[src/rtl/ppmd_pkg.sv]
// shared types and constants of the ppm stream decoder
package ppmd_pkg;

  localparam logic [1:0] KIND_HEADER = 2'd0;
  localparam logic [1:0] KIND_SAMPLE = 2'd1;
  localparam logic [1:0] KIND_ERROR  = 2'd2;

  localparam logic [2:0] ERR_NONE      = 3'd0;
  localparam logic [2:0] ERR_MAGIC     = 3'd1;
  localparam logic [2:0] ERR_OVER_MAX  = 3'd2;
  localparam logic [2:0] ERR_TRUNCATED = 3'd3;
  localparam logic [2:0] ERR_HEADER    = 3'd4;

  localparam logic [7:0] CH_P     = 8'h50;
  localparam logic [7:0] CH_3     = 8'h33;
  localparam logic [7:0] CH_6     = 8'h36;
  localparam logic [7:0] CH_0     = 8'h30;
  localparam logic [7:0] CH_9     = 8'h39;
  localparam logic [7:0] CH_HASH  = 8'h23;
  localparam logic [7:0] CH_LF    = 8'h0a;
  localparam logic [7:0] CH_TAB   = 8'h09;
  localparam logic [7:0] CH_CR    = 8'h0d;
  localparam logic [7:0] CH_SPACE = 8'h20;
  localparam logic [7:0] CH_NUL   = 8'h00;

  localparam logic [16:0] MAXVAL_CLAMP = 17'h10000;
  localparam logic [16:0] NARROW_MAX   = 17'd255;
  localparam int          QUO_BITS     = 16;

  typedef struct packed {
    logic take;
    logic div_step;
    logic div_load;
  } dp_cmd_t;

  typedef struct packed {
    logic out_free;
    logic need_div;
    logic div_done;
  } dp_sts_t;

endpackage

[src/rtl/ppmd_stream_if.sv]
// byte input and result output channel interfaces
interface ppmd_in_if;
  logic       valid;
  logic       ready;
  logic [7:0] in_byte;
  logic       start_of_file;
  logic       stream_end;
  modport source (output valid, in_byte, start_of_file, stream_end, input ready);
  modport sink (input valid, in_byte, start_of_file, stream_end, output ready);
endinterface

interface ppmd_out_if;
  logic        valid;
  logic        ready;
  logic [1:0]  result_kind;
  logic [15:0] image_width;
  logic [15:0] image_height;
  logic [16:0] max_value;
  logic        wide_samples;
  logic [15:0] sample;
  logic [1:0]  channel;
  logic [15:0] column;
  logic [15:0] row;
  logic        image_end;
  logic [2:0]  error_code;
  modport source (output valid, result_kind, image_width, image_height, max_value,
                  wide_samples, sample, channel, column, row, image_end, error_code,
                  input ready);
  modport sink (input valid, result_kind, image_width, image_height, max_value,
                wide_samples, sample, channel, column, row, image_end, error_code,
                output ready);
endinterface

[src/rtl/ppmd_ctrl.sv]
// controller: input handshake and divider sequencing
module ppmd_ctrl import ppmd_pkg::*; (
  input  logic    clk,
  input  logic    rst,
  input  logic    in_valid,
  output logic    in_ready,
  input  dp_sts_t sts,
  output dp_cmd_t cmd
);

  typedef enum logic {S_ACCEPT, S_DIVIDE} state_t;
  state_t state;

  always_comb begin
    in_ready     = (state == S_ACCEPT) && sts.out_free;
    cmd.take     = in_valid && in_ready;
    cmd.div_step = (state == S_DIVIDE) && !sts.div_done;
    cmd.div_load = (state == S_DIVIDE) && sts.div_done;
  end

  always_ff @(posedge clk) begin
    if (rst) begin
      state <= S_ACCEPT;
    end else begin
      unique case (state)
        S_ACCEPT: if (cmd.take && sts.need_div) state <= S_DIVIDE;
        S_DIVIDE: if (sts.div_done) state <= S_ACCEPT;
        default:  state <= S_ACCEPT;
      endcase
    end
  end

endmodule

[src/rtl/ppmd_datapath.sv]
// datapath: header parser, sample counters, serial divider, result register
module ppmd_datapath import ppmd_pkg::*; #(
  parameter int DIM_BITS = 16
) (
  input  logic    clk,
  input  logic    rst,
  ppmd_in_if.sink in_ch,
  ppmd_out_if.source out_ch,
  input  dp_cmd_t cmd,
  output dp_sts_t sts
);

  localparam int ACCW = (DIM_BITS > 17) ? DIM_BITS : 17;
  localparam logic [ACCW-1:0] ACC_CAP = {ACCW{1'b1}};
  localparam logic [ACCW-1:0] DIM_MAX = ACCW'({DIM_BITS{1'b1}});

  typedef enum logic [3:0] {
    PH_P, PH_DIGIT, PH_W_SKIP, PH_W_NUM, PH_H_SKIP, PH_H_NUM, PH_M_SKIP, PH_M_NUM,
    PH_S_SKIP, PH_S_NUM, PH_BIN, PH_IDLE
  } phase_t;

  typedef struct packed {
    phase_t              ph;
    logic                bin;
    logic                cmt;
    logic [ACCW-1:0]     acc;
    logic [DIM_BITS-1:0] w;
    logic [DIM_BITS-1:0] h;
    logic [16:0]         m;
    logic [1:0]          chn;
    logic [DIM_BITS-1:0] col;
    logic [DIM_BITS-1:0] row;
    logic [8:0]          hold;
  } parse_t;

  localparam parse_t PARSE_RESET = '{ph: PH_P, default: '0};

  parse_t ps, cur, nxt;

  logic [7:0]      b;
  logic            ws, dig, last, put, p3, chk, hdr, hdr_end, div;
  logic [2:0]      term, fcode;
  logic [ACCW+3:0] acc10;
  logic [ACCW-1:0] mclamp;
  logic [15:0]     pval, v16;
  logic [31:0]     num;
  logic            r_valid;
  logic [1:0]      r_kind;

  logic [16:0] rem, rem_next;
  logic [15:0] quo, quo_next;
  logic [17:0] trial;
  logic        trial_ge;
  logic        dsat, dwide, ddone;
  logic [3:0]  dcnt;

  always_comb begin
    b     = in_ch.in_byte;
    cur   = in_ch.start_of_file ? PARSE_RESET : ps;
    nxt   = cur;
    ws    = (b == CH_SPACE) || (b >= CH_TAB && b <= CH_CR);
    dig   = (b >= CH_0) && (b <= CH_9);
    term  = (ws || b == CH_HASH) ? ERR_NONE : ((b == CH_NUL) ? ERR_TRUNCATED : ERR_HEADER);
    last  = (cur.chn == 2'd2) && ({1'b0, cur.col} + 1'b1 == {1'b0, cur.w}) &&
            ({1'b0, cur.row} + 1'b1 == {1'b0, cur.h});
    acc10 = {1'b0, cur.acc, 3'b000} + {3'b000, cur.acc, 1'b0} + (ACCW+4)'(b - CH_0);
    mclamp = (cur.acc > ACCW'(MAXVAL_CLAMP)) ? ACCW'(MAXVAL_CLAMP) : cur.acc;
    fcode = ERR_NONE;
    p3 = 1'b0; chk = 1'b0; put = 1'b0; hdr = 1'b0; hdr_end = 1'b0; div = 1'b0;
    pval = '0; v16 = '0; num = '0;
    if (cur.ph == PH_IDLE) begin
      nxt = cur;
    end else if (in_ch.stream_end) begin
      if (cur.ph == PH_S_NUM && last) p3 = 1'b1;
      else fcode = ERR_TRUNCATED;
    end else begin
      unique case (cur.ph)
        PH_P: begin
          if (b != CH_P) fcode = ERR_MAGIC;
          else nxt.ph = PH_DIGIT;
        end
        PH_DIGIT: begin
          if (b == CH_3) nxt.bin = 1'b0;
          else if (b == CH_6) nxt.bin = 1'b1;
          else fcode = ERR_MAGIC;
          nxt.cmt = 1'b0;
          nxt.ph = PH_W_SKIP;
        end
        PH_W_SKIP, PH_H_SKIP, PH_M_SKIP, PH_S_SKIP: begin
          priority if (b == CH_NUL) fcode = ERR_TRUNCATED;
          else if (cur.cmt) begin
            if (b == CH_LF) nxt.cmt = 1'b0;
          end else if (b == CH_HASH) nxt.cmt = 1'b1;
          else if (ws) nxt.cmt = 1'b0;
          else if (!dig) fcode = ERR_HEADER;
          else begin
            nxt.acc = ACCW'(b - CH_0);
            unique case (cur.ph)
              PH_W_SKIP: nxt.ph = PH_W_NUM;
              PH_H_SKIP: nxt.ph = PH_H_NUM;
              PH_M_SKIP: nxt.ph = PH_M_NUM;
              default:   nxt.ph = PH_S_NUM;
            endcase
          end
        end
        PH_W_NUM, PH_H_NUM, PH_M_NUM, PH_S_NUM: begin
          if (dig) begin
            nxt.acc = (acc10 > (ACCW+4)'(ACC_CAP)) ? ACC_CAP : acc10[ACCW-1:0];
          end else if (cur.ph == PH_S_NUM) begin
            p3 = 1'b1;
            chk = 1'b1;
          end else if (term != ERR_NONE) begin
            fcode = term;
          end else if (cur.ph != PH_M_NUM) begin
            if (cur.acc > DIM_MAX) fcode = ERR_HEADER;
            else begin
              if (cur.ph == PH_W_NUM) begin
                nxt.w = cur.acc[DIM_BITS-1:0];
                nxt.ph = PH_H_SKIP;
              end else begin
                nxt.h = cur.acc[DIM_BITS-1:0];
                nxt.ph = PH_M_SKIP;
              end
              nxt.cmt = (b == CH_HASH);
            end
          end else if (cur.bin && b == CH_HASH) begin
            fcode = ERR_HEADER;
          end else if (mclamp == '0) begin
            fcode = ERR_HEADER;
          end else begin
            nxt.m = mclamp[16:0];
            nxt.cmt = (b == CH_HASH);
            hdr = 1'b1;
            if (cur.w == '0 || cur.h == '0) begin
              hdr_end = 1'b1;
              nxt.ph = PH_IDLE;
            end else begin
              nxt.ph = cur.bin ? PH_BIN : PH_S_SKIP;
            end
          end
        end
        PH_BIN: begin
          if (cur.m > NARROW_MAX) begin
            if (!cur.hold[8]) begin
              nxt.hold = {1'b1, b};
            end else begin
              v16 = {cur.hold[7:0], b};
              nxt.hold = '0;
              num = {v16, 16'h0000} - {16'h0000, v16};
              div = 1'b1;
              put = 1'b1;
            end
          end else begin
            v16 = {8'h00, b};
            num = {16'h0000, b, 8'h00} - {24'h000000, b};
            div = 1'b1;
            put = 1'b1;
          end
        end
        default: nxt.ph = PH_IDLE;
      endcase
    end
    if (p3) begin
      if (!last && chk && term != ERR_NONE) fcode = term;
      else if (cur.acc > ACCW'(cur.m)) fcode = ERR_OVER_MAX;
      else begin
        put = 1'b1;
        pval = (cur.acc > ACCW'(17'hffff)) ? 16'hffff : cur.acc[15:0];
        if (!last) begin
          nxt.cmt = (b == CH_HASH);
          nxt.ph = PH_S_SKIP;
        end
      end
    end
    if (put) begin
      if (last) nxt.ph = PH_IDLE;
      else if (cur.chn == 2'd2) begin
        nxt.chn = '0;
        if ({1'b0, cur.col} + 1'b1 >= {1'b0, cur.w}) begin
          nxt.col = '0;
          nxt.row = cur.row + 1'b1;
        end else begin
          nxt.col = cur.col + 1'b1;
        end
      end else begin
        nxt.chn = cur.chn + 1'b1;
      end
    end
    if (fcode != ERR_NONE) begin
      nxt.ph = PH_IDLE;
      div = 1'b0;
      put = 1'b0;
    end
    r_valid = put || hdr || (fcode != ERR_NONE);
    priority if (fcode != ERR_NONE) r_kind = KIND_ERROR;
    else if (put) r_kind = KIND_SAMPLE;
    else r_kind = KIND_HEADER;
  end

  always_comb begin
    trial    = {rem, quo[QUO_BITS-1]};
    trial_ge = trial >= {1'b0, ps.m};
    rem_next = trial_ge ? 17'(trial - {1'b0, ps.m}) : trial[16:0];
    quo_next = {quo[QUO_BITS-2:0], trial_ge};
  end

  assign sts.out_free = !out_ch.valid || out_ch.ready;
  assign sts.need_div = div;
  assign sts.div_done = ddone;

  always_ff @(posedge clk) begin
    if (rst) begin
      ps <= PARSE_RESET;
      out_ch.valid <= 1'b0;
      ddone <= 1'b0;
      dcnt <= '0;
    end else begin
      if (cmd.div_load || (cmd.take && r_valid && !div)) out_ch.valid <= 1'b1;
      else if (out_ch.ready) out_ch.valid <= 1'b0;
      if (cmd.take) begin
        ps <= nxt;
        if (div) begin
          rem   <= {1'b0, num[31:16]};
          quo   <= num[15:0];
          dsat  <= {1'b0, v16} > cur.m;
          dwide <= cur.m > NARROW_MAX;
          dcnt  <= '0;
          ddone <= 1'b0;
        end
      end
      if (cmd.div_step) begin
        rem  <= rem_next;
        quo  <= quo_next;
        dcnt <= dcnt + 1'b1;
        if (dcnt == 4'(QUO_BITS - 1)) ddone <= 1'b1;
      end
    end
  end

  always_ff @(posedge clk) begin
    if (cmd.take && r_valid) begin
      out_ch.result_kind  <= r_kind;
      out_ch.image_width  <= 16'(nxt.w);
      out_ch.image_height <= 16'(nxt.h);
      out_ch.max_value    <= nxt.m;
      out_ch.wide_samples <= nxt.m > NARROW_MAX;
      out_ch.channel      <= (r_kind == KIND_SAMPLE) ? cur.chn : 2'd0;
      out_ch.column       <= (r_kind == KIND_SAMPLE) ? 16'(cur.col) : 16'd0;
      out_ch.row          <= (r_kind == KIND_SAMPLE) ? 16'(cur.row) : 16'd0;
      out_ch.image_end    <= (r_kind == KIND_SAMPLE) ? last : hdr_end;
      out_ch.error_code   <= fcode;
      if (!div) out_ch.sample <= pval;
    end
    if (cmd.div_load) begin
      out_ch.sample <= dsat ? (dwide ? 16'hffff : 16'h00ff) : quo;
    end
  end

endmodule

[src/rtl/ppm_stream_decoder_top.sv]
// top level of the ppm stream decoder
// Takes a P3 or P6 file one byte per transaction and returns a header result, one
// result per channel sample, or an error result. Header bytes, P3 bytes and the
// first byte of a 16-bit P6 sample need no divide. A P6 sample byte that completes
// a value is scaled on a radix-2 divider that retires one quotient bit per cycle
// over 16 bits, and the result register is then loaded from the quotient.
// A finished result in the output register holds off the next byte until that
// result transaction is taken; both can happen at the same clock edge.
module ppm_stream_decoder_top import ppmd_pkg::*; #(
  parameter int DIM_BITS = 16
) (
  input logic clk,
  input logic rst,
  ppmd_in_if.sink in_ch,
  ppmd_out_if.source out_ch
);

  dp_cmd_t cmd;
  dp_sts_t sts;

  ppmd_ctrl u_ctrl (
    .clk      (clk),
    .rst      (rst),
    .in_valid (in_ch.valid),
    .in_ready (in_ch.ready),
    .sts      (sts),
    .cmd      (cmd)
  );

  ppmd_datapath #(.DIM_BITS(DIM_BITS)) u_dp (
    .clk    (clk),
    .rst    (rst),
    .in_ch  (in_ch),
    .out_ch (out_ch),
    .cmd    (cmd),
    .sts    (sts)
  );

  a_no_out_while_dividing: assert property (@(posedge clk) disable iff (rst)
    cmd.div_step |-> !out_ch.valid) else $error("result valid during divide");

  a_no_accept_while_dividing: assert property (@(posedge clk) disable iff (rst)
    cmd.div_step |-> !in_ch.ready) else $error("input ready during divide");

  a_load_after_step: assert property (@(posedge clk) disable iff (rst)
    cmd.div_load |=> out_ch.valid) else $error("divide result not presented");

  a_error_fields: assert property (@(posedge clk) disable iff (rst)
    (out_ch.valid && out_ch.result_kind == KIND_ERROR) |->
      (out_ch.sample == 16'd0 && out_ch.error_code != ERR_NONE))
    else $error("malformed error transaction");

endmodule

[src/flat_wrapper.sv]
// flat-port wrapper written by rule: the top's interface ports become plain ports
module ppm_stream_decoder_top_flat import ppmd_pkg::*;
#(
  parameter int DIM_BITS = 16
)
  (clk, rst, in_ch_valid, in_ch_in_byte, in_ch_start_of_file, in_ch_stream_end, in_ch_ready, out_ch_valid, out_ch_result_kind, out_ch_image_width, out_ch_image_height, out_ch_max_value, out_ch_wide_samples, out_ch_sample, out_ch_channel, out_ch_column, out_ch_row, out_ch_image_end, out_ch_error_code, out_ch_ready);
  ppmd_in_if in_ch_i ();
  ppmd_out_if out_ch_i ();
  input logic clk;
  input logic rst;
  input wire logic [$bits(in_ch_i.valid)-1:0] in_ch_valid;
  input wire logic [$bits(in_ch_i.in_byte)-1:0] in_ch_in_byte;
  input wire logic [$bits(in_ch_i.start_of_file)-1:0] in_ch_start_of_file;
  input wire logic [$bits(in_ch_i.stream_end)-1:0] in_ch_stream_end;
  output wire logic [$bits(in_ch_i.ready)-1:0] in_ch_ready;
  output wire logic [$bits(out_ch_i.valid)-1:0] out_ch_valid;
  output wire logic [$bits(out_ch_i.result_kind)-1:0] out_ch_result_kind;
  output wire logic [$bits(out_ch_i.image_width)-1:0] out_ch_image_width;
  output wire logic [$bits(out_ch_i.image_height)-1:0] out_ch_image_height;
  output wire logic [$bits(out_ch_i.max_value)-1:0] out_ch_max_value;
  output wire logic [$bits(out_ch_i.wide_samples)-1:0] out_ch_wide_samples;
  output wire logic [$bits(out_ch_i.sample)-1:0] out_ch_sample;
  output wire logic [$bits(out_ch_i.channel)-1:0] out_ch_channel;
  output wire logic [$bits(out_ch_i.column)-1:0] out_ch_column;
  output wire logic [$bits(out_ch_i.row)-1:0] out_ch_row;
  output wire logic [$bits(out_ch_i.image_end)-1:0] out_ch_image_end;
  output wire logic [$bits(out_ch_i.error_code)-1:0] out_ch_error_code;
  input wire logic [$bits(out_ch_i.ready)-1:0] out_ch_ready;
  assign in_ch_i.valid = in_ch_valid;
  assign in_ch_i.in_byte = in_ch_in_byte;
  assign in_ch_i.start_of_file = in_ch_start_of_file;
  assign in_ch_i.stream_end = in_ch_stream_end;
  assign in_ch_ready = in_ch_i.ready;
  assign out_ch_valid = out_ch_i.valid;
  assign out_ch_result_kind = out_ch_i.result_kind;
  assign out_ch_image_width = out_ch_i.image_width;
  assign out_ch_image_height = out_ch_i.image_height;
  assign out_ch_max_value = out_ch_i.max_value;
  assign out_ch_wide_samples = out_ch_i.wide_samples;
  assign out_ch_sample = out_ch_i.sample;
  assign out_ch_channel = out_ch_i.channel;
  assign out_ch_column = out_ch_i.column;
  assign out_ch_row = out_ch_i.row;
  assign out_ch_image_end = out_ch_i.image_end;
  assign out_ch_error_code = out_ch_i.error_code;
  assign out_ch_i.ready = out_ch_ready;
  ppm_stream_decoder_top #(.DIM_BITS(DIM_BITS)) u_core (.clk(clk), .rst(rst), .in_ch(in_ch_i), .out_ch(out_ch_i));
endmodule
[config.mk]
export PLATFORM = sky130hd
export DESIGN_NAME = ppm_stream_decoder_top_flat
export DESIGN_NICKNAME = d
export VERILOG_FILES = /design/src/rtl/ppmd_pkg.sv /design/src/rtl/ppmd_stream_if.sv /design/src/rtl/ppmd_ctrl.sv /design/src/rtl/ppmd_datapath.sv /design/src/rtl/ppm_stream_decoder_top.sv /design/src/flat_wrapper.sv
export SDC_FILE = /design/constraint.sdc
export NUM_CORES = 1
export LEC_CHECK = 0
export BUFFER_PORTS_ARGS = -buffer_cell sky130_fd_sc_hd__buf_4
export CAP_MARGIN = 40
export CORE_MARGIN = 1.5
export CORE_UTILIZATION = 40
export DETAILED_ROUTE_END_ITERATION = 6
export SLEW_MARGIN = 20
export SYNTH_ARGS = -nofsm -noshare
export SYNTH_HDL_FRONTEND = slang
export SYNTH_SLANG_ARGS = --single-unit
[constraint.sdc]
create_clock -name clk -period 28.4 [get_ports clk]
set_clock_uncertainty 0.1 [all_clocks]
set_input_delay 4.26 -clock clk [delete_from_list [all_inputs] [get_ports clk]]
set_output_delay 4.26 -clock clk [all_outputs]
set_load 0.1 [all_outputs]
==> results of run 1 <==
## kinds of logic (layout without fill, tap and decap cells)
group	Yosys count	in the layout
fa+ha+maj	118	118
flops	263	263
mux	30	30
compound gates	581	581
buf+inv	220	306
simple gates	806	806
xor+xnor	80	80
## metrics by stage
step	power (uW)	hold slack, ps	util	worst slack (ps)	instances
floorplan	572.4	331.8	-	14980	2098
global placement	619.0	340.2	0.4352	17450	2709
detailed placement	619.4	341.7	0.4371	17630	2716
CTS	1035	350.6	0.4613	18180	2772
global route	1062	381.1	0.4626	18000	2776
finish	1030	351.5	0.4626	18300	2776
## area by class of cell
cell class	instances	share of cell area
multi-input cells	1615	0.5053
flip-flops and latches	263	0.3278
repair buffers	159	0.06131
clock buffers	36	0.04104
well taps	592	0.03637
inverters	91	0.01677
clock inverters	20	0.01137
## flip-flops by register name (all words and copies together), names as in the netlist
signal / count
u_core.u_ctrl.state: 1
u_core.u_dp.dcnt: 4
u_core.u_dp.ddone: 1
u_core.u_dp.dsat: 1
u_core.u_dp.dwide: 1
u_core.u_dp.out_ch.channel: 2
u_core.u_dp.out_ch.column: 16
u_core.u_dp.out_ch.error_code: 3
u_core.u_dp.out_ch.image_end: 1
u_core.u_dp.out_ch.image_height: 16
u_core.u_dp.out_ch.image_width: 16
u_core.u_dp.out_ch.max_value: 17
u_core.u_dp.out_ch.result_kind: 2
u_core.u_dp.out_ch.row: 16
u_core.u_dp.out_ch.sample: 16
u_core.u_dp.out_ch.valid: 1
u_core.u_dp.out_ch.wide_samples: 1
u_core.u_dp.ps: 115
u_core.u_dp.quo: 16
u_core.u_dp.rem: 17
## metal layers
metal / vias to the layer above / wire length, um / GRT usage / share of wire
li1: 7773 / - / - / -
met4: 2 / 2360 / 0.1005 / 0.038
met3: 140 / 5456 / 0.03454 / 0.087
met5: - / 7 / 0 / 0.00011
met2: 865 / 28220 / 0.4160 / 0.45
met1: 8089 / 26620 / 0.3736 / 0.42
## report_power, final
part           leakage, uW  total, uW  switching, uW  internal, uW
Combinational      0.00473        193            151          41.6
Sequential         0.00234        421           7.52           414
Clock             0.000505        415            168           247
Total              0.00757       1030            327           703
## worst paths after layout
path                        from                                 end  slack [ps]  cells after the start
max          in_ch_start_of_file  u_core.u_dp.out_ch.image_width[11]       18300                     20
min           u_core.u_dp.ps[82]                  u_core.u_dp.ps[82]         350                      2
max reg2reg   u_core.u_dp.ps[25]  u_core.u_dp.out_ch.image_width[11]       22140                     21
min reg2reg   u_core.u_dp.ps[82]                  u_core.u_dp.ps[82]         350                      2
## worst max-delay path, cell delays in order
cell,delay (ps)
buf_4,330
buf_4,380
inv_2,540
buf_4,500
nand2_1,200
nor3_1,320
xnor2_1,130
ha_1,280
nand2_1,40
nor2_1,140
nor4b_1,410
nor4b_4,290
nand4b_2,210
o31a_1,350
o211ai_2,90
or3b_1,490
nor3_2,490
nor2_4,220
buf_4,250
buf_16,210
## cell usage in the layout, fill, tap and decap left out, types with 6 or more instances in the layout
master	n
clkinvlp_4	6
o21ai_1	32
a31oi_1	29
and2_1	51
nand3b_1	8
inv_1	88
o211ai_1	15
ha_1	101
xnor2_1	55
or3_1	21
nor3b_1	7
o21ai_0	148
nand3_1	65
o221ai_1	16
a21oi_1	167
and3_1	22
nor3_1	56
nor2_1	171
buf_4	149
xor2_1	25
o21a_1	12
o31ai_1	7
nor2b_1	44
a211oi_1	20
a22oi_1	15
clkbuf_16	32
a22o_1	15
fa_1	17
mux2i_1	27
o22ai_1	17
edfxtp_1	141
a21o_1	16
nor4_1	33
dfxtp_1	122
nand2_1	234
nand4_1	29
or2_2	8
nand2b_1	19
==> flow_summary.yaml, run 1 <==
status:
  status: "completed"
logic_synthesis:
  ys_seq_elements: 263
  synth.most_common_cell: "nand2_1"
  ys_top_cells_by_area: "edfxtp_1, dfxtp_1, ha_1, nand2_1, a21oi_1"
  netlist_instances: 2098
  synth_edf_count: 141
  ys_types: 94
  synth.avg_cell_area_sq_um: 8.488
  muxShareOfSynthArea: 0.01707
  synth_top_family_by_area: "simple AND/OR/NAND/NOR gates"
  ys_warn_count: 0
  synthFlopType: "edfxtp_1"
  yosys.area_share.simple: 0.2260
  yosysSeqAreaShare: 0.3749
  synth_xor_area_frac: 0.03935
  synth_compound_area_frac: 0.2025
  async_flop_share: 0
  synth_area_sq_um: 17810
  syn-num-nets: 2230
  yosysTopAreaCellShare: 0.2378
  synth_adder_area_share: 0.09008
  yosysTopAreaCell: "edfxtp_1"
  synth_common_cells: "nand2_1, nor2_1, a21oi_1"
route:
  drtIter0Drc: 1725
  drc: 0
  routed_wl_um: 62660
  drt-wirelength-per-cell_um: 22.57
  ant_nets: 0
  vias: 16870
  viasPerCell: 6.077
  drtPass1Iterations: 6
grt:
  antenna_found_initial: 1
  grt_usage: 0.2659
  grt_max_degree: 74
  grt_pass1_wl_um: 95450
  overflow: 0
  grt_pass1_vias: 15530
cts:
  cts_setup_buffers: 0
  cts_resized: 0
  htreeDepth: 1
  clk_pin_slew_ps: 70
  holdBufCountCts: 0
  cts_sinks: 263
  cts-root-buf: "clkbuf_16"
  clock_path_buffers: 3
  numCtsBuffers: 30
  clock_latency_ps: 580
  tritoncts: "yes"
timing:
  setup-tns-final_ps: 0
  worst_slew_pin_slew_ps: 910.7
  drv_slew: 0
  fin_crit_ps: 10100
  rsz0062_at_grt: "no"
  hold_viol: 0
  finalCritPeriodShare: 0.3556
  fmax_mhz: 99.02
  max_slew_margin: 0.3929
  setup_viol: 0
finish:
  nets: 2292
  drive_gt1_frac: 0.1168
  multiInputGateArea_sq_um: 10290
  fillers: 4221
  area_growth_pct: 14.37
  antenna_cells: 0
  postLayoutCellArea_sq_um: 20370
  regArea_sq_um: 6676
critical_path:
  startpoint_type: "input port"
  arrival_ps: 10280
  critical_path_required_ps: 28590
  end_kind: "flip-flop"
  critPathMaxFanout: 73
  path_class: "in2reg"
power:
  p_per_area_nw_per_um2: 50.55
  leakage_uw: 0.007573
  ir_drop_mv: 0.04454
place:
  place_area_sq_um: 19240
  gp_congestion: 0.9631
  post-dp-hpwl_um: 46660
  port_buffers: 121
floorplan:
  ios: 122
  dieArea_sq_um: 45790
  fp.dieH_um: 214.0
  dieWidth_um: 214.0
  rows: 77
  coreArea_sq_um: 44030
  start_util: 0.4044
min_path:
  min_path_type: "reg2reg"
run:
  cap_violations: 0
No activity file was read; power rests on OpenSTA's default activity.
==> inputs of run 2 (changes only) <==
- clock period: 28.4 -> 10.2 ns (I/O delays scaled with it)
==> flow_summary.yaml, run 2 (synthesized netlist as in run 1, its figures left out) <==
timing:
  setup_viol: 0
  setup-tns-final_ps: 0
  rsz0062_at_grt: "no"
  max_slew_margin: 0.4219
  fin_crit_ps: 7069
  hold_viol: 0
  fmax_mhz: 141.5
  worst_slew_pin_slew_ps: 865.2
  drv_slew: 0
  finalCritPeriodShare: 0.6930
floorplan:
  start_util: 0.4044
  dieWidth_um: 214.0
  rows: 77
  coreArea_sq_um: 44030
  dieArea_sq_um: 45790
  ios: 122
  fp.dieH_um: 214.0
finish:
  final_cell_mix: "nand2_1, nor2_1, a21oi_1, o21ai_0, buf_4"
  nets: 2293
  reg.largest.list: "u_core.u_dp.ps (115), u_core.u_dp.out_ch.max_value (17), u_core.u_dp.rem (17)"
  antenna_cells: 0
  drive_gt1_frac: 0.1172
  top_register: "u_core.u_dp.ps"
  final_common_cell: "nand2_1"
  area_growth_pct: 14.06
  largest_reg_flops: 115
  fillers: 4301
grt:
  gr-usage-met2: 0.4219
  overflow: 0
  grt_util_met3: 0.03710
  top_usage_layer: "met2"
  grt_pass1_wl_um: 96480
  grt_max_degree: 76
  grt_usage: 0.2675
  antenna_found_initial: 0
  grt_pass1_vias: 15740
  use_met1: 0.3719
min_path:
  min_path_type: "reg2reg"
  hold-path-cell-count: 2
  min_from: "u_core.u_dp.ps[84]"
critical_path:
  critical_path_required_ps: 10310
  startpoint: "in_ch_start_of_file"
  path_cells: "buf_4 > inv_2 > buf_4 > nand2_1 > inv_1 > ha_1 > a21oi_1 > o21ai_0 > a2111oi_0 > a31oi_1 > nor4_1 > a211o_1 > nor3_2 > nor2_4 > buf_12"
  reg2reg_slack_ps: 4270
  cp_num_cells: 15
  crit_path_max_incr_delay_ps: 630
  cpLargestDelayFamily: "buffers and inverters"
  end_kind: "flip-flop"
  crit_path_top_delay_cell: "nor4_1"
  reg2regPathDepth: 20
  path_common_cell: "buf_4"
  path_class: "in2reg"
  startpoint_type: "input port"
  worstReg2RegStart: "u_core.u_dp.ps[25]"
  critPathMaxFanout: 75
  arrival_ps: 7180
  path_buf_inv: 5
place:
  post-dp-hpwl_um: 46290
  port_buffers: 121
  gp_congestion: 0.9646
route:
  drtPass1Iterations: 5
  viasPerCell: 6.039
  vias: 16770
  ant_nets: 0
  routed_wl_um: 62580
  drtIter0Drc: 1945
  drt-wirelength-per-cell_um: 22.53
  drc: 0
cts:
  cts_setup_buffers: 0
  htreeDepth: 1
  tritoncts: "yes"
  clock_path_buffers: 3
  clk_pin_slew_ps: 60
  cts_resized: 0
  numCtsBuffers: 30
  clock_latency_ps: 600
  cts_sinks: 263
  cts-root-buf: "clkbuf_16"
  holdBufCountCts: 0
status:
  status: "completed"
run:
  cap_violations: 0
power:
  ir_drop_mv: 0.1272
  p_per_area_nw_per_um2: 139.1
  p_total_uw: 2825
  leakage_uw: 0.007555
==> run 2: final timing paths <==
kind / endpoint
min: u_core.u_dp.ps[84]
min reg2reg: u_core.u_dp.ps[84]
max reg2reg: u_core.u_dp.out_ch.max_value[1]
max: u_core.u_dp.out_ch.max_value[1]
==> run 2: per-stage QoR <==
stage | utilization | setup slack [ps] | hold slack [ps] | instances | area [sq um]
final | 0.4613 | 3131 | 351.6 | 2777 | 20310
after global routing | 0.4613 | 2759 | 366.8 | 2777 | 20310
after CTS | 0.4599 | 3128 | 350.8 | 2771 | 20250
after detailed placement | 0.4373 | 2546 | 341.7 | 2715 | 19250
after global placement | 0.4355 | 2463 | 338.4 | 2709 | 19170
after floorplan | - | 1043 | 331.8 | 2098 | 17810
==> run 2: worst register-to-register path, stage by stage, from the launching register on <==
cell and delay (ps):
dfxtp_1 470, nor2b_1 230, ha_1 270, nand4_1 180
nor4_1 300, clkbuf_2 220, and3_1 240, xnor2_1 140
nor2_1 60, ha_1 310, nand4_1 120, nor2_1 210
nor4b_1 270, nor4b_4 250, nand4b_2 220, o31a_1 340
o211ai_2 90, or3b_1 490, nor3_2 510, nor2_4 210
buf_12 290
==> run 2: layout make-up <==
type / count / area (sq um) / share of cell area
flip-flops and latches: 263 / 6676 / 0.3287
inverters: 91 / 341.6 / 0.01682
well taps: 592 / 740.7 / 0.03647
multi-input cells: 1615 / 10300 / 0.5070
clock buffers: 34 / 765.7 / 0.03770
clock inverters: 22 / 230.2 / 0.01133
repair buffers: 160 / 1259 / 0.06197
==> run 2: power by group <==
part	switching [uW]	internal, uW
clock	490	625
combinational	421	116
sequential	21.3	1150
total	932	1890
==> run 2: per-layer routing <==
layer  vias up  routed length, um  share of wire
met3       129               5260          0.084
met1      8039              26860           0.43
met4         0               2445          0.039
met5         -                  0              0
met2       826              28010           0.45
li1       7777                  -              -
==> inputs of run 3 (changes only) <==
- clock period: 10.2 -> 7.05 ns (I/O delays scaled with it)
==> flow_summary.yaml, run 3 (synthesized netlist as in run 1, its figures left out) <==
critical_path:
  startpoint_type: "input port"
  path_class: "in2reg"
  crit_path_max_incr_delay_ps: 570
  end_kind: "flip-flop"
  critical_path_required_ps: 7220
  cpLargestDelayFamily: "simple AND/OR/NAND/NOR gates"
  worstReg2RegStart: "u_core.u_dp.ps[25]"
  reg2reg_to: "u_core.u_dp.out_ch.image_width[10]"
  reg2reg_slack_ps: 1380
  reg2regPathDepth: 21
  critPathMaxFanout: 31
  crit_path_top_delay_cell: "nor3_2"
  path_cells: "buf_4 > buf_4 > nand2b_1 > nor4_4 > and3_4 > xnor2_1 > nor2_1 > ha_1 > nand4_1 > nor2_1 > nor4b_1 > nor4b_4 > nand4b_2 > o31a_1 > o211ai_2 > or3b_1 > nor3_2 > nor2_4 > buf_4"
  cp_num_cells: 19
  startpoint: "in_ch_start_of_file"
  path_common_cell: "buf_4"
  arrival_ps: 5990
  path_buf_inv: 3
min_path:
  min_from: "u_core.u_dp.ps[84]"
  min_path_type: "reg2reg"
  hold-path-cell-count: 2
  hold_end: "u_core.u_dp.ps[84]"
power:
  leakage_uw: 0.007642
  ir_drop_mv: 0.2147
  p_per_area_nw_per_um2: 203.8
route:
  drc: 2
  drtPass1Iterations: 7
  ant_nets: 0
  drtIter0Drc: 1662
  viasPerCell: 5.964
  drt-wirelength-per-cell_um: 22.14
  vias: 16610
  routed_wl_um: 61660
cts:
  holdBufCountCts: 0
  clock_latency_ps: 580
  cts_setup_buffers: 0
  cts_sinks: 263
  tritoncts: "yes"
  cts-root-buf: "clkbuf_16"
  clk_pin_slew_ps: 60
  numCtsBuffers: 29
  cts_resized: 0
  clock_path_buffers: 3
  htreeDepth: 1
place:
  port_buffers: 121
  post-dp-hpwl_um: 45780
  dpl_worst_slack_ps: 728.1
  gp_congestion: 0.9643
grt:
  grt_pass1_vias: 15510
  grt_usage: 0.2627
  grt_max_degree: 76
  antenna_found_initial: 1
  overflow: 0
  grt_pass1_wl_um: 94810
timing:
  worst_slew_pin_slew_ps: 875.6
  max_slew_margin: 0.4150
  fin_crit_ps: 5821
  rsz0062_at_grt: "no"
  hold_viol: 0
  drv_slew: 0
  setup-tns-final_ps: 0
  finalCritPeriodShare: 0.8256
  fmax_mhz: 171.8
  timing.final.ws_setup_ps: 1229
  setup_viol: 0
floorplan:
  start_util: 0.4044
  ios: 122
  dieWidth_um: 214.0
  coreArea_sq_um: 44030
  rows: 77
  dieArea_sq_um: 45790
  fp.dieH_um: 214.0
finish:
  final_cell_mix: "nand2_1, nor2_1, a21oi_1, buf_4, o21ai_0"
  nets: 2303
  drive_gt1_frac: 0.1222
  area_growth_pct: 14.96
  top_register: "u_core.u_dp.ps"
  utilization: 0.4649
  reg.largest.list: "u_core.u_dp.ps (115), u_core.u_dp.out_ch.max_value (17), u_core.u_dp.rem (17)"
  antenna_cells: 0
  final_common_cell: "nand2_1"
  fillers: 4269
  largest_reg_flops: 115
status:
  violations: "design-rule violations"
  status: "complete, but fails checks"
run:
  cap_violations: 0
## run 3: changes by cell type in the layout (fill, tap and decap cells not counted), sizes merged
cell / before / now
clkbuf: 37 / 33
inv: 94 / 92
clkinv: 12 / 10
clkinvlp: 4 / 3
buf: 157 / 170
bufinv: 3 / 7
## run 3: cell type report
type | count | area, sq um | share of cell area
clock buffer | 32 | 737.0 | 0.03600
inverter | 91 | 341.6 | 0.01669
multi-input combinational | 1615 | 10330 | 0.5046
timing repair buffer | 171 | 1334 | 0.06515
tap | 592 | 740.7 | 0.03618
clock inverter | 21 | 312.8 | 0.01528
sequential | 263 | 6676 | 0.3261
## run 3: worst max path at each step
stage | end | slack [ps]
after floorplan | u_core.u_dp.out_ch.channel[0] | 20
after global placement | u_core.u_dp.out_ch.max_value[4] | 840
after detailed placement | u_core.u_dp.out_ch.max_value[4] | 730
after CTS | u_core.u_dp.out_ch.image_width[10] | 1300
after global routing | u_core.u_dp.out_ch.image_width[6] | 780
final | u_core.u_dp.out_ch.image_width[10] | 1230
## run 3: through the flow
step | hold slack (ps) | cells | total power (uW) | area (sq um)
floorplan | 331.8 | 2098 | 2302 | 17850
global placement | 338.8 | 2723 | 2494 | 19310
detailed placement | 346.6 | 2729 | 2499 | 19370
CTS | 354.6 | 2782 | 4195 | 20420
global route | 379.6 | 2785 | 4296 | 20470
finish | 353.1 | 2785 | 4172 | 20470
## run 3: where the power goes
part           internal, uW  leakage (uW)  switching, uW  total, uW
registers              1670       0.00234           29.4       1700
logic                   171       0.00480            608        780
clock network          1020      0.000504            679       1700
total                  2860       0.00764           1320       4170
## run 3: worst min-delay path: stages (launching register included)
cell	delay, ps
dfxtp_1	300
nand2_1	50
a21oi_1	50
## run 3: metal layers
metal	GRT usage	up-vias	share of wire	wire, um
li1	-	7798	-	-
met1	0.3693	7989	0.45	27580
met2	0.4121	703	0.45	27590
met3	0.04037	119	0.072	4424
met4	0.08652	0	0.034	2074
met5	0	-	0	0
